[src/hdl/ptmr_pkg.sv]
// Shared types and constants for the periodic multi-channel timer.
// No dependencies; used by every file of the block by scoped names.
package ptmr_pkg;

	localparam int SLOT_W = 4;
	localparam int NOW_W  = 48;
	localparam int WAIT_W = 32;

	localparam logic [WAIT_W-1:0] DEFAULT_WAIT_RST = 32'd16667;

	localparam logic [1:0] REQ_REGISTER   = 2'd0;
	localparam logic [1:0] REQ_UNREGISTER = 2'd1;
	localparam logic [1:0] REQ_TICK       = 2'd2;

	localparam logic KIND_FIRE = 1'b0;
	localparam logic KIND_WAIT = 1'b1;

	typedef logic [WAIT_W-1:0] wait_t;

	// result of evaluating one channel during a tick scan
	typedef struct packed {
		logic  fire;
		wait_t wait_nxt;
	} eval_res_t;

endpackage

[src/hdl/ptmr_ifs.sv]
// Valid/ready channel interfaces: request, result and configuration write.
// Depends on ptmr_pkg for the payload widths.
interface ptmr_req_if;
	logic                          valid;
	logic                          ready;
	logic [1:0]                    req_type;
	logic [ptmr_pkg::SLOT_W-1:0]   slot;
	logic [ptmr_pkg::WAIT_W-1:0]   period;
	logic [ptmr_pkg::NOW_W-1:0]    now;

	modport source (output valid, req_type, slot, period, now, input ready);
	modport sink   (input valid, req_type, slot, period, now, output ready);
endinterface

interface ptmr_res_if;
	logic                          valid;
	logic                          ready;
	logic                          kind;
	logic [ptmr_pkg::SLOT_W-1:0]   fired_slot;
	logic [ptmr_pkg::WAIT_W-1:0]   next_wait;
	logic                          last;

	modport source (output valid, kind, fired_slot, next_wait, last, input ready);
	modport sink   (input valid, kind, fired_slot, next_wait, last, output ready);
endinterface

interface ptmr_cfg_if;
	logic                          valid;
	logic                          ready;
	logic [ptmr_pkg::WAIT_W-1:0]   data;

	modport source (output valid, data, input ready);
	modport sink   (input valid, data, output ready);
endinterface

[src/hdl/ptmr_chan_mem.sv]
// Channel table storage: period and last-fire stamp per channel.
// One write port, one registered read port. Depends on ptmr_pkg.
module ptmr_chan_mem #(
	parameter int NUM_CHANNELS = 16,
	parameter int TIME_BITS    = 48,
	localparam int IDX_W       = (NUM_CHANNELS > 1) ? $clog2(NUM_CHANNELS) : 1
) (
	input  logic                  clk,
	input  logic [IDX_W-1:0]      waddr,
	input  logic                  we_period,
	input  logic                  we_last,
	input  ptmr_pkg::wait_t       wperiod,
	input  logic [TIME_BITS-1:0]  wlast,
	input  logic                  re,
	input  logic [IDX_W-1:0]      raddr,
	output ptmr_pkg::wait_t       rperiod_q,
	output logic [TIME_BITS-1:0]  rlast_q
);

	ptmr_pkg::wait_t      period_mem [NUM_CHANNELS];
	logic [TIME_BITS-1:0] last_mem   [NUM_CHANNELS];

	always_ff @(posedge clk) begin
		if (we_period) begin
			period_mem[waddr] <= wperiod;
		end
		if (we_last) begin
			last_mem[waddr] <= wlast;
		end
		if (re) begin
			rperiod_q <= period_mem[raddr];
			rlast_q   <= last_mem[raddr];
		end
	end

endmodule

[src/hdl/ptmr_eval.sv]
// Shared evaluation unit: elapsed time, fire decision, remaining time and
// running minimum of the wait for one channel. Depends on ptmr_pkg.
module ptmr_eval #(
	parameter int TIME_BITS = 48
) (
	input  ptmr_pkg::wait_t       period,
	input  logic [TIME_BITS-1:0]  last_fire,
	input  logic [TIME_BITS-1:0]  now,
	input  ptmr_pkg::wait_t       wait_cur,
	input  logic                  any,
	output ptmr_pkg::eval_res_t   res
);

	logic [TIME_BITS-1:0] elapsed;
	logic [TIME_BITS-1:0] period_ext;
	ptmr_pkg::wait_t      left;
	ptmr_pkg::wait_t      cand;

	always_comb begin
		elapsed    = now - last_fire;
		period_ext = TIME_BITS'(period);
		res.fire   = (elapsed >= period_ext);
		// elapsed < period here, so the low bits are enough
		left       = period - elapsed[ptmr_pkg::WAIT_W-1:0];
		// a fired channel offers its period, a waiting one its remainder
		cand       = res.fire ? period : left;
		res.wait_nxt = (!any || (cand < wait_cur)) ? cand : wait_cur;
	end

endmodule

[src/hdl/periodic_multi_channel_timer.sv]
// Periodic multi-channel timer. Register and unregister are handled in idle.
// A tick scans the table in slot order: a free channel is skipped in the fetch
// state, a valid channel passes through fetch (registered table read), then
// evaluation, then the wait report is sent; a firing channel or the report
// waits while the result side stalls. Requests are not taken during a scan.
// Reset clears the valid marks and sets default_wait to 16667.
module periodic_multi_channel_timer #(
	parameter int NUM_CHANNELS = 16,
	parameter int TIME_BITS    = 48
) (
	input  logic        clk,
	input  logic        arst_n,
	ptmr_req_if.sink    req,
	ptmr_res_if.source  res,
	ptmr_cfg_if.sink    cfg
);

	localparam int IDX_W = (NUM_CHANNELS > 1) ? $clog2(NUM_CHANNELS) : 1;
	localparam logic [IDX_W-1:0] LAST_IDX = IDX_W'(NUM_CHANNELS - 1);

	typedef enum logic [3:0] {
		ST_IDLE   = 4'b0001,
		ST_FETCH  = 4'b0010,
		ST_EVAL   = 4'b0100,
		ST_REPORT = 4'b1000
	} state_t;

	state_t                   state_q;
	logic [IDX_W-1:0]         idx_q;
	logic [NUM_CHANNELS-1:0]  chan_valid_q;
	logic [TIME_BITS-1:0]     now_q;
	ptmr_pkg::wait_t          wait_q;
	logic                     any_q;
	ptmr_pkg::wait_t          default_wait_q;

	logic                          out_valid_q;
	logic                          out_kind_q;
	logic [ptmr_pkg::SLOT_W-1:0]   out_slot_q;
	ptmr_pkg::wait_t               out_wait_q;
	logic                          out_last_q;

	logic                          req_xfer;
	logic                          out_free;
	logic                          out_load;
	logic [IDX_W+ptmr_pkg::SLOT_W-1:0]     slot_wide;
	logic [IDX_W-1:0]                      slot_idx;
	logic                                  slot_ok;
	logic [TIME_BITS+ptmr_pkg::NOW_W-1:0]  now_wide;
	logic [TIME_BITS-1:0]                  now_t;
	logic [IDX_W+ptmr_pkg::SLOT_W-1:0]     idx_wide;

	logic                  mem_we_period;
	logic                  mem_we_last;
	logic [IDX_W-1:0]      mem_waddr;
	logic [TIME_BITS-1:0]  mem_wlast;
	logic                  mem_re;
	ptmr_pkg::wait_t       rd_period_q;
	logic [TIME_BITS-1:0]  rd_last_q;

	ptmr_pkg::eval_res_t   ev;

	assign req.ready  = (state_q == ST_IDLE);
	assign req_xfer   = req.valid && req.ready;
	assign out_free   = !out_valid_q || res.ready;
	assign cfg.ready  = 1'b1;

	// output register takes a fire result or the wait report
	assign out_load   = out_free && ((state_q == ST_EVAL && ev.fire) || state_q == ST_REPORT);

	assign slot_wide  = (IDX_W + ptmr_pkg::SLOT_W)'(req.slot);
	assign slot_idx   = slot_wide[IDX_W-1:0];
	assign slot_ok    = (32'(req.slot) < NUM_CHANNELS);
	assign now_wide   = (TIME_BITS + ptmr_pkg::NOW_W)'(req.now);
	assign now_t      = now_wide[TIME_BITS-1:0];
	assign idx_wide   = (IDX_W + ptmr_pkg::SLOT_W)'(idx_q);

	assign res.valid      = out_valid_q;
	assign res.kind       = out_kind_q;
	assign res.fired_slot = out_slot_q;
	assign res.next_wait  = out_wait_q;
	assign res.last       = out_last_q;

	// table write port: register in idle, restamp during evaluation
	always_comb begin
		mem_we_period = 1'b0;
		mem_we_last   = 1'b0;
		mem_waddr     = idx_q;
		mem_wlast     = now_q;
		if (state_q == ST_IDLE) begin
			mem_waddr = slot_idx;
			mem_wlast = now_t;
			if (req_xfer && req.req_type == ptmr_pkg::REQ_REGISTER && slot_ok
			    && !chan_valid_q[slot_idx]) begin
				mem_we_period = 1'b1;
				mem_we_last   = 1'b1;
			end
		end else if (state_q == ST_EVAL && ev.fire && out_free) begin
			mem_we_last = 1'b1;
		end
	end

	assign mem_re = (state_q == ST_FETCH) && chan_valid_q[idx_q];

	ptmr_chan_mem #(
		.NUM_CHANNELS (NUM_CHANNELS),
		.TIME_BITS    (TIME_BITS)
	) u_mem (
		.clk       (clk),
		.waddr     (mem_waddr),
		.we_period (mem_we_period),
		.we_last   (mem_we_last),
		.wperiod   (req.period),
		.wlast     (mem_wlast),
		.re        (mem_re),
		.raddr     (idx_q),
		.rperiod_q (rd_period_q),
		.rlast_q   (rd_last_q)
	);

	ptmr_eval #(
		.TIME_BITS (TIME_BITS)
	) u_eval (
		.period    (rd_period_q),
		.last_fire (rd_last_q),
		.now       (now_q),
		.wait_cur  (wait_q),
		.any       (any_q),
		.res       (ev)
	);

	always_ff @(posedge clk or negedge arst_n) begin
		if (!arst_n) begin
			default_wait_q <= ptmr_pkg::DEFAULT_WAIT_RST;
		end else if (cfg.valid && cfg.ready) begin
			default_wait_q <= cfg.data;
		end
	end

	always_ff @(posedge clk or negedge arst_n) begin
		if (!arst_n) begin
			state_q      <= ST_IDLE;
			idx_q        <= '0;
			chan_valid_q <= '0;
			any_q        <= 1'b0;
			out_valid_q  <= 1'b0;
		end else begin
			if (out_load) begin
				out_valid_q <= 1'b1;
			end else if (res.ready) begin
				out_valid_q <= 1'b0;
			end
			unique case (state_q)
				ST_IDLE: begin
					if (req_xfer) begin
						case (req.req_type)
							ptmr_pkg::REQ_REGISTER: begin
								if (slot_ok) begin
									chan_valid_q[slot_idx] <= 1'b1;
								end
							end
							ptmr_pkg::REQ_UNREGISTER: begin
								if (slot_ok) begin
									chan_valid_q[slot_idx] <= 1'b0;
								end
							end
							ptmr_pkg::REQ_TICK: begin
								idx_q   <= '0;
								any_q   <= 1'b0;
								state_q <= ST_FETCH;
							end
							default: ;
						endcase
					end
				end
				ST_FETCH: begin
					if (chan_valid_q[idx_q]) begin
						state_q <= ST_EVAL;
					end else if (idx_q == LAST_IDX) begin
						state_q <= ST_REPORT;
					end else begin
						idx_q <= idx_q + 1'b1;
					end
				end
				ST_EVAL: begin
					// a firing channel needs the output register free
					if (!ev.fire || out_free) begin
						any_q <= 1'b1;
						if (idx_q == LAST_IDX) begin
							state_q <= ST_REPORT;
						end else begin
							idx_q   <= idx_q + 1'b1;
							state_q <= ST_FETCH;
						end
					end
				end
				ST_REPORT: begin
					if (out_free) begin
						state_q <= ST_IDLE;
					end
				end
				default: state_q <= ST_IDLE;
			endcase
		end
	end

	// payload registers
	always_ff @(posedge clk) begin
		if (req_xfer && req.req_type == ptmr_pkg::REQ_TICK) begin
			now_q <= now_t;
		end
		if (state_q == ST_EVAL && (!ev.fire || out_free)) begin
			wait_q <= ev.wait_nxt;
		end
		if (state_q == ST_EVAL && ev.fire && out_free) begin
			out_kind_q <= ptmr_pkg::KIND_FIRE;
			out_slot_q <= idx_wide[ptmr_pkg::SLOT_W-1:0];
			out_wait_q <= '0;
			out_last_q <= 1'b0;
		end else if (state_q == ST_REPORT && out_free) begin
			out_kind_q <= ptmr_pkg::KIND_WAIT;
			out_slot_q <= '0;
			out_wait_q <= any_q ? wait_q : default_wait_q;
			out_last_q <= 1'b1;
		end
	end

	a_report_ends_tick: assert property (@(posedge clk) disable iff (!arst_n)
		(state_q == ST_REPORT && out_free)
		|=> (out_valid_q && out_last_q && state_q == ST_IDLE))
		else $error("wait report not loaded at end of tick");

	a_fire_not_last: assert property (@(posedge clk) disable iff (!arst_n)
		(out_valid_q && out_kind_q == ptmr_pkg::KIND_FIRE) |-> !out_last_q)
		else $error("fire result flagged as last");

	a_fire_from_valid: assert property (@(posedge clk) disable iff (!arst_n)
		(state_q == ST_EVAL) |-> chan_valid_q[idx_q])
		else $error("evaluating a free channel");

	a_fire_stall_holds: assert property (@(posedge clk) disable iff (!arst_n)
		(state_q == ST_EVAL && ev.fire && !out_free)
		|=> (state_q == ST_EVAL && $stable(idx_q)))
		else $error("scan advanced while fire result stalled");

endmodule

[src/flat_wrapper.sv]
// flat-port wrapper written by rule: the top's interface ports become plain ports
module periodic_multi_channel_timer_flat 
#(
	parameter int NUM_CHANNELS = 16,
	parameter int TIME_BITS    = 48
)
  (clk, arst_n, req_valid, req_req_type, req_slot, req_period, req_now, req_ready, res_valid, res_kind, res_fired_slot, res_next_wait, res_last, res_ready, cfg_valid, cfg_data, cfg_ready);
  ptmr_req_if req_i ();
  ptmr_res_if res_i ();
  ptmr_cfg_if cfg_i ();
  input  logic clk;
  input  logic arst_n;
  input wire logic [$bits(req_i.valid)-1:0] req_valid;
  input wire logic [$bits(req_i.req_type)-1:0] req_req_type;
  input wire logic [$bits(req_i.slot)-1:0] req_slot;
  input wire logic [$bits(req_i.period)-1:0] req_period;
  input wire logic [$bits(req_i.now)-1:0] req_now;
  output wire logic [$bits(req_i.ready)-1:0] req_ready;
  output wire logic [$bits(res_i.valid)-1:0] res_valid;
  output wire logic [$bits(res_i.kind)-1:0] res_kind;
  output wire logic [$bits(res_i.fired_slot)-1:0] res_fired_slot;
  output wire logic [$bits(res_i.next_wait)-1:0] res_next_wait;
  output wire logic [$bits(res_i.last)-1:0] res_last;
  input wire logic [$bits(res_i.ready)-1:0] res_ready;
  input wire logic [$bits(cfg_i.valid)-1:0] cfg_valid;
  input wire logic [$bits(cfg_i.data)-1:0] cfg_data;
  output wire logic [$bits(cfg_i.ready)-1:0] cfg_ready;
  assign req_i.valid = req_valid;
  assign req_i.req_type = req_req_type;
  assign req_i.slot = req_slot;
  assign req_i.period = req_period;
  assign req_i.now = req_now;
  assign req_ready = req_i.ready;
  assign res_valid = res_i.valid;
  assign res_kind = res_i.kind;
  assign res_fired_slot = res_i.fired_slot;
  assign res_next_wait = res_i.next_wait;
  assign res_last = res_i.last;
  assign res_i.ready = res_ready;
  assign cfg_i.valid = cfg_valid;
  assign cfg_i.data = cfg_data;
  assign cfg_ready = cfg_i.ready;
  periodic_multi_channel_timer #(.NUM_CHANNELS(NUM_CHANNELS), .TIME_BITS(TIME_BITS)) u_core (.clk(clk), .arst_n(arst_n), .req(req_i), .res(res_i), .cfg(cfg_i));
endmodule
[config.mk]
export PLATFORM = sky130hd
export DESIGN_NAME = periodic_multi_channel_timer_flat
export DESIGN_NICKNAME = d
export VERILOG_FILES = /design/src/hdl/ptmr_pkg.sv /design/src/hdl/ptmr_ifs.sv /design/src/hdl/ptmr_chan_mem.sv /design/src/hdl/ptmr_eval.sv /design/src/hdl/periodic_multi_channel_timer.sv /design/src/flat_wrapper.sv
export SDC_FILE = /design/constraint.sdc
export NUM_CORES = 2
export LEC_CHECK = 0
export ABC_AREA = 1
export BUFFER_PORTS_ARGS = -buffer_cell sky130_fd_sc_hd__buf_4
export CELL_PAD_IN_SITES_DETAIL_PLACEMENT = 1
export CELL_PAD_IN_SITES_GLOBAL_PLACEMENT = 1
export CORE_ASPECT_RATIO = 1.5
export CORE_UTILIZATION = 51
export DETAILED_ROUTE_END_ITERATION = 10
export PLACE_DENSITY_LB_ADDON = 0.1
export SYNTH_ARGS = -nofsm -noshare
export SYNTH_HDL_FRONTEND = slang
export SYNTH_SLANG_ARGS = --single-unit
[constraint.sdc]
create_clock -name clk -period 8 [get_ports clk]
set_clock_uncertainty 0.1 [all_clocks]
set_input_delay 0.4 -clock clk [delete_from_list [all_inputs] [get_ports clk]]
set_output_delay 0.4 -clock clk [all_outputs]
set_load 0.03 [all_outputs]
==> run summary <==
ys async rst share: 0.03779
Detailed Routing Iterations Pass 1: 6
top sig layer: met5
CP endpoint kind: register
WL/cell: 27.61 µm
1st-iter DRT viols: 3824
clock sink count: 1535
achievable frequency: 133.3 MHz
Port Buffers: 162
critical path arrival: 7.88 ns
Max Cap Viol: 0
layout cells sized above 1: 0.09388
final setup TNS: 0 ns
Synth Flop Type: edfxtp_1
slowest stage cell, crit path: xor2_1
core area: 128700 µm²
Final Cycle Share: 0.9381
Worst Setup Start Kind: register
routed wire length: 216400 µm
critical path type: register to register
clk buf depth: 3
post-route ant nets: 0
Power Dens Cells: 308.2 nW/µm²
status: completed
IO Pins: 164
leak pwr: 27.52 nW
Setup-failing EPs final: 0
most used cell, CP: nand2_1
Tmin final: 7.505 ns
Initial Util: 0.5161
Fillers: 13000
post-synthesis area per instance: 11.48 µm²
Num CTS Buffers: 146
worst-path maximum fanout: 28
synthesized instance count: 5788
Critical Path RT: 8.37 ns
r2r startpoint: u_core.now_q[5]
Storage cell area: 45490 µm²
Final Slew Violations: 0
met3 WL post-DR: 11150 µm
M1 WL: 82900 µm
All-Layer GR Usage: 0.3260
Critical Path Source: u_core.now_q[5]
post-route cell area: 75780 µm²
unrepaired setup endpoints after global routing: false
TritonCTS clock tree: done
Die H: 444.1 µm
Die Wd: 296.7 µm
clock-pin slew on the worst setup and hold paths: 0.07 ns
Final Hold Viols: 0
area grow syn2layout: 14.06%
die area: 131800 µm²
post-synth net total: 6055
synthesized area: 66440 µm²
Seq/Total Area, Yosys: 0.6846
initial antenna violation count: 8
max_slew headroom: 0.2068
Final Wtd Congestion: 1.024
flops & latches, synth: 1535
Peak VDD IR: 0.2352 mV
metal2 WL: 111200 µm
Crit path largest cell delay: 0.48 ns
Final #Nets: 6279
gr ovfl total: 0
Worst Hold Class: input port to register
vias in the first global route: 49950
area of the multi-input gates: 18490 µm²
Placement Cell Area: 69730 µm²
first-pass GRT wire length: 317200 µm
number of library cell types mapped by synthesis: 54
Synth warnings: 0
vias after detailed routing: 47310
Root Buffer: clkbuf_16
H-tree levels: 4
vias per cell: 6.036
largest net degree at the start of global routing: 199
DP HPWL: 130100 µm
Post-synth EDFFs: 1444
Row Count: 161
DRC: 0
Hold Crit Start: cfg_valid
Clk Latency, worst-skew pair: 0.80 ns
setup repair bufs after CTS: 0
worst slew pin tran: 1.185 ns
cell families (layout without fill, tap and decap cells):
group / Yosys count / count (layout) / share of synthesized area
compound gates: 1379 / 1379 / 0.1217
xor+xnor: 61 / 61 / 0.008041
other cells: 1 / 3 / 0.00005644
flops: 1535 / 1535 / 0.6846
simple gates: 1933 / 1933 / 0.1166
fa+ha+maj: 144 / 144 / 0.02734
buf+inv: 735 / 1072 / 0.04173
power by group:
part	total [W]	leakage [nW]	internal, W	switching (W)
combinational	0.00625	11.2	0.00161	0.00464
clock	0.00684	2.27	0.00381	0.00303
sequential	0.0103	14.0	0.0100	0.000261
total	0.0234	27.5	0.0154	0.00793
cell type report:
cell class / count / area share
antenna: 2 / 0.00006605
clock buffer: 191 / 0.05297
clock inverter: 70 / 0.008256
inverter: 428 / 0.02150
multi-input combinational: 3518 / 0.2439
sequential: 1535 / 0.6004
tap: 1711 / 0.02825
timing repair buffer: 383 / 0.04465
state kept, by name (all words and copies together), names as in the netlist, named ones only:
register / flops
u_core.any_q: 1
u_core.res.next_wait: 32
u_core.res.kind: 1
u_core.u_mem.rlast_q: 48
u_core.idx_q: 4
u_core.default_wait_q: 32
u_core.now_q: 48
u_core.u_mem.period_mem: 512
u_core.u_mem.rperiod_q: 32
u_core.wait_q: 32
u_core.res.valid: 1
u_core.u_mem.last_mem: 768
u_core.state_q: 4
u_core.res.fired_slot: 4
timing repair:
item                       4_1_cts  5_1_grt
hold buffers                   138        0
setup endpoints to repair       28       32
hold endpoints to repair       663        0
gates resized for setup          1        2
placed cells by master (no fill, tap or decap), types with 11 or more instances in the layout:
master,instances
edfxtp_1,1444
nand2_1,834
nor2_1,799
o21ai_0,761
inv_1,393
buf_4,232
o22ai_1,194
nand3_1,182
clkbuf_16,154
ha_1,142
a21oi_1,138
dlygate4sd3_1,138
o221ai_1,128
o211ai_1,67
dfrtp_1,47
xor2_1,41
nor2_4,37
clkbuf_1,34
dfxtp_1,33
o211a_1,32
clkinv_1,29
inv_2,28
xnor2_1,20
clkinv_2,20
nand4_1,19
nor2_2,18
buf_12,13
nor3_1,12
a31oi_1,11
final timing paths:
check	depth (start not counted)	to	slack, ns
max reg2reg	31	u_core.wait_q[16]	0.50
min reg2reg	2	u_core.default_wait_q[8]	0.39
min	3	u_core.default_wait_q[16]	0.05
max in group asynchronous	2	u_core.idx_q[1]	7.01
min in group asynchronous	2	u_core.default_wait_q[7]	0.17
max	31	u_core.wait_q[16]	0.50
through the flow:
stage          total power (W)  cells  hold WS (ns)    util  worst slack, ns
6_report               0.02336   7838       0.04521  0.5887           0.4954
5_1_grt                0.02416   7837       0.07467  0.5887          0.08708
4_1_cts                0.02340   7836     0.0007734  0.5885          0.09782
3_5_place_dp           0.01653   7437        0.3806  0.5417          -0.1717
3_3_place_gp           0.01636   7437        0.3724  0.5417          -0.1266
2_1_floorplan          0.01394   5788      0.004409       -            1.964
cell usage after synthesis (all sizes together), types with 51 or more instances:
master	instances	area share
edfxtp	1444	0.65
nor2	854	0.049
nand2	842	0.048
o21ai	771	0.058
inv	425	0.024
clkbuf	279	0.016
o22ai	194	0.018
nand3	189	0.015
ha	142	0.027
a21oi	141	0.011
o221ai	128	0.017
o211ai	67	0.0076
dfrtp	51	0.019
per-layer routing:
layer | up-vias | GRT usage
met2 | 1563 | 0.5760
met4 | 8 | 0.1651
li1 | 21070 | -
met1 | 24160 | 0.3894
met5 | - | 0
met3 | 517 | 0.04347
worst max-delay path, delay by kind of cell, from the launching register on:
family                   cells  cell delay, ns
AO/OA/AOI/OAI               11            2.04
buffers and inverters        5            0.80
XOR/XNOR                     1            0.48
AND/OR/NAND/NOR             11            2.24
flip-flops                   1            0.41
adder cells (fa/ha/maj)      3            1.09
No activity file was read; power rests on OpenSTA's default activity.
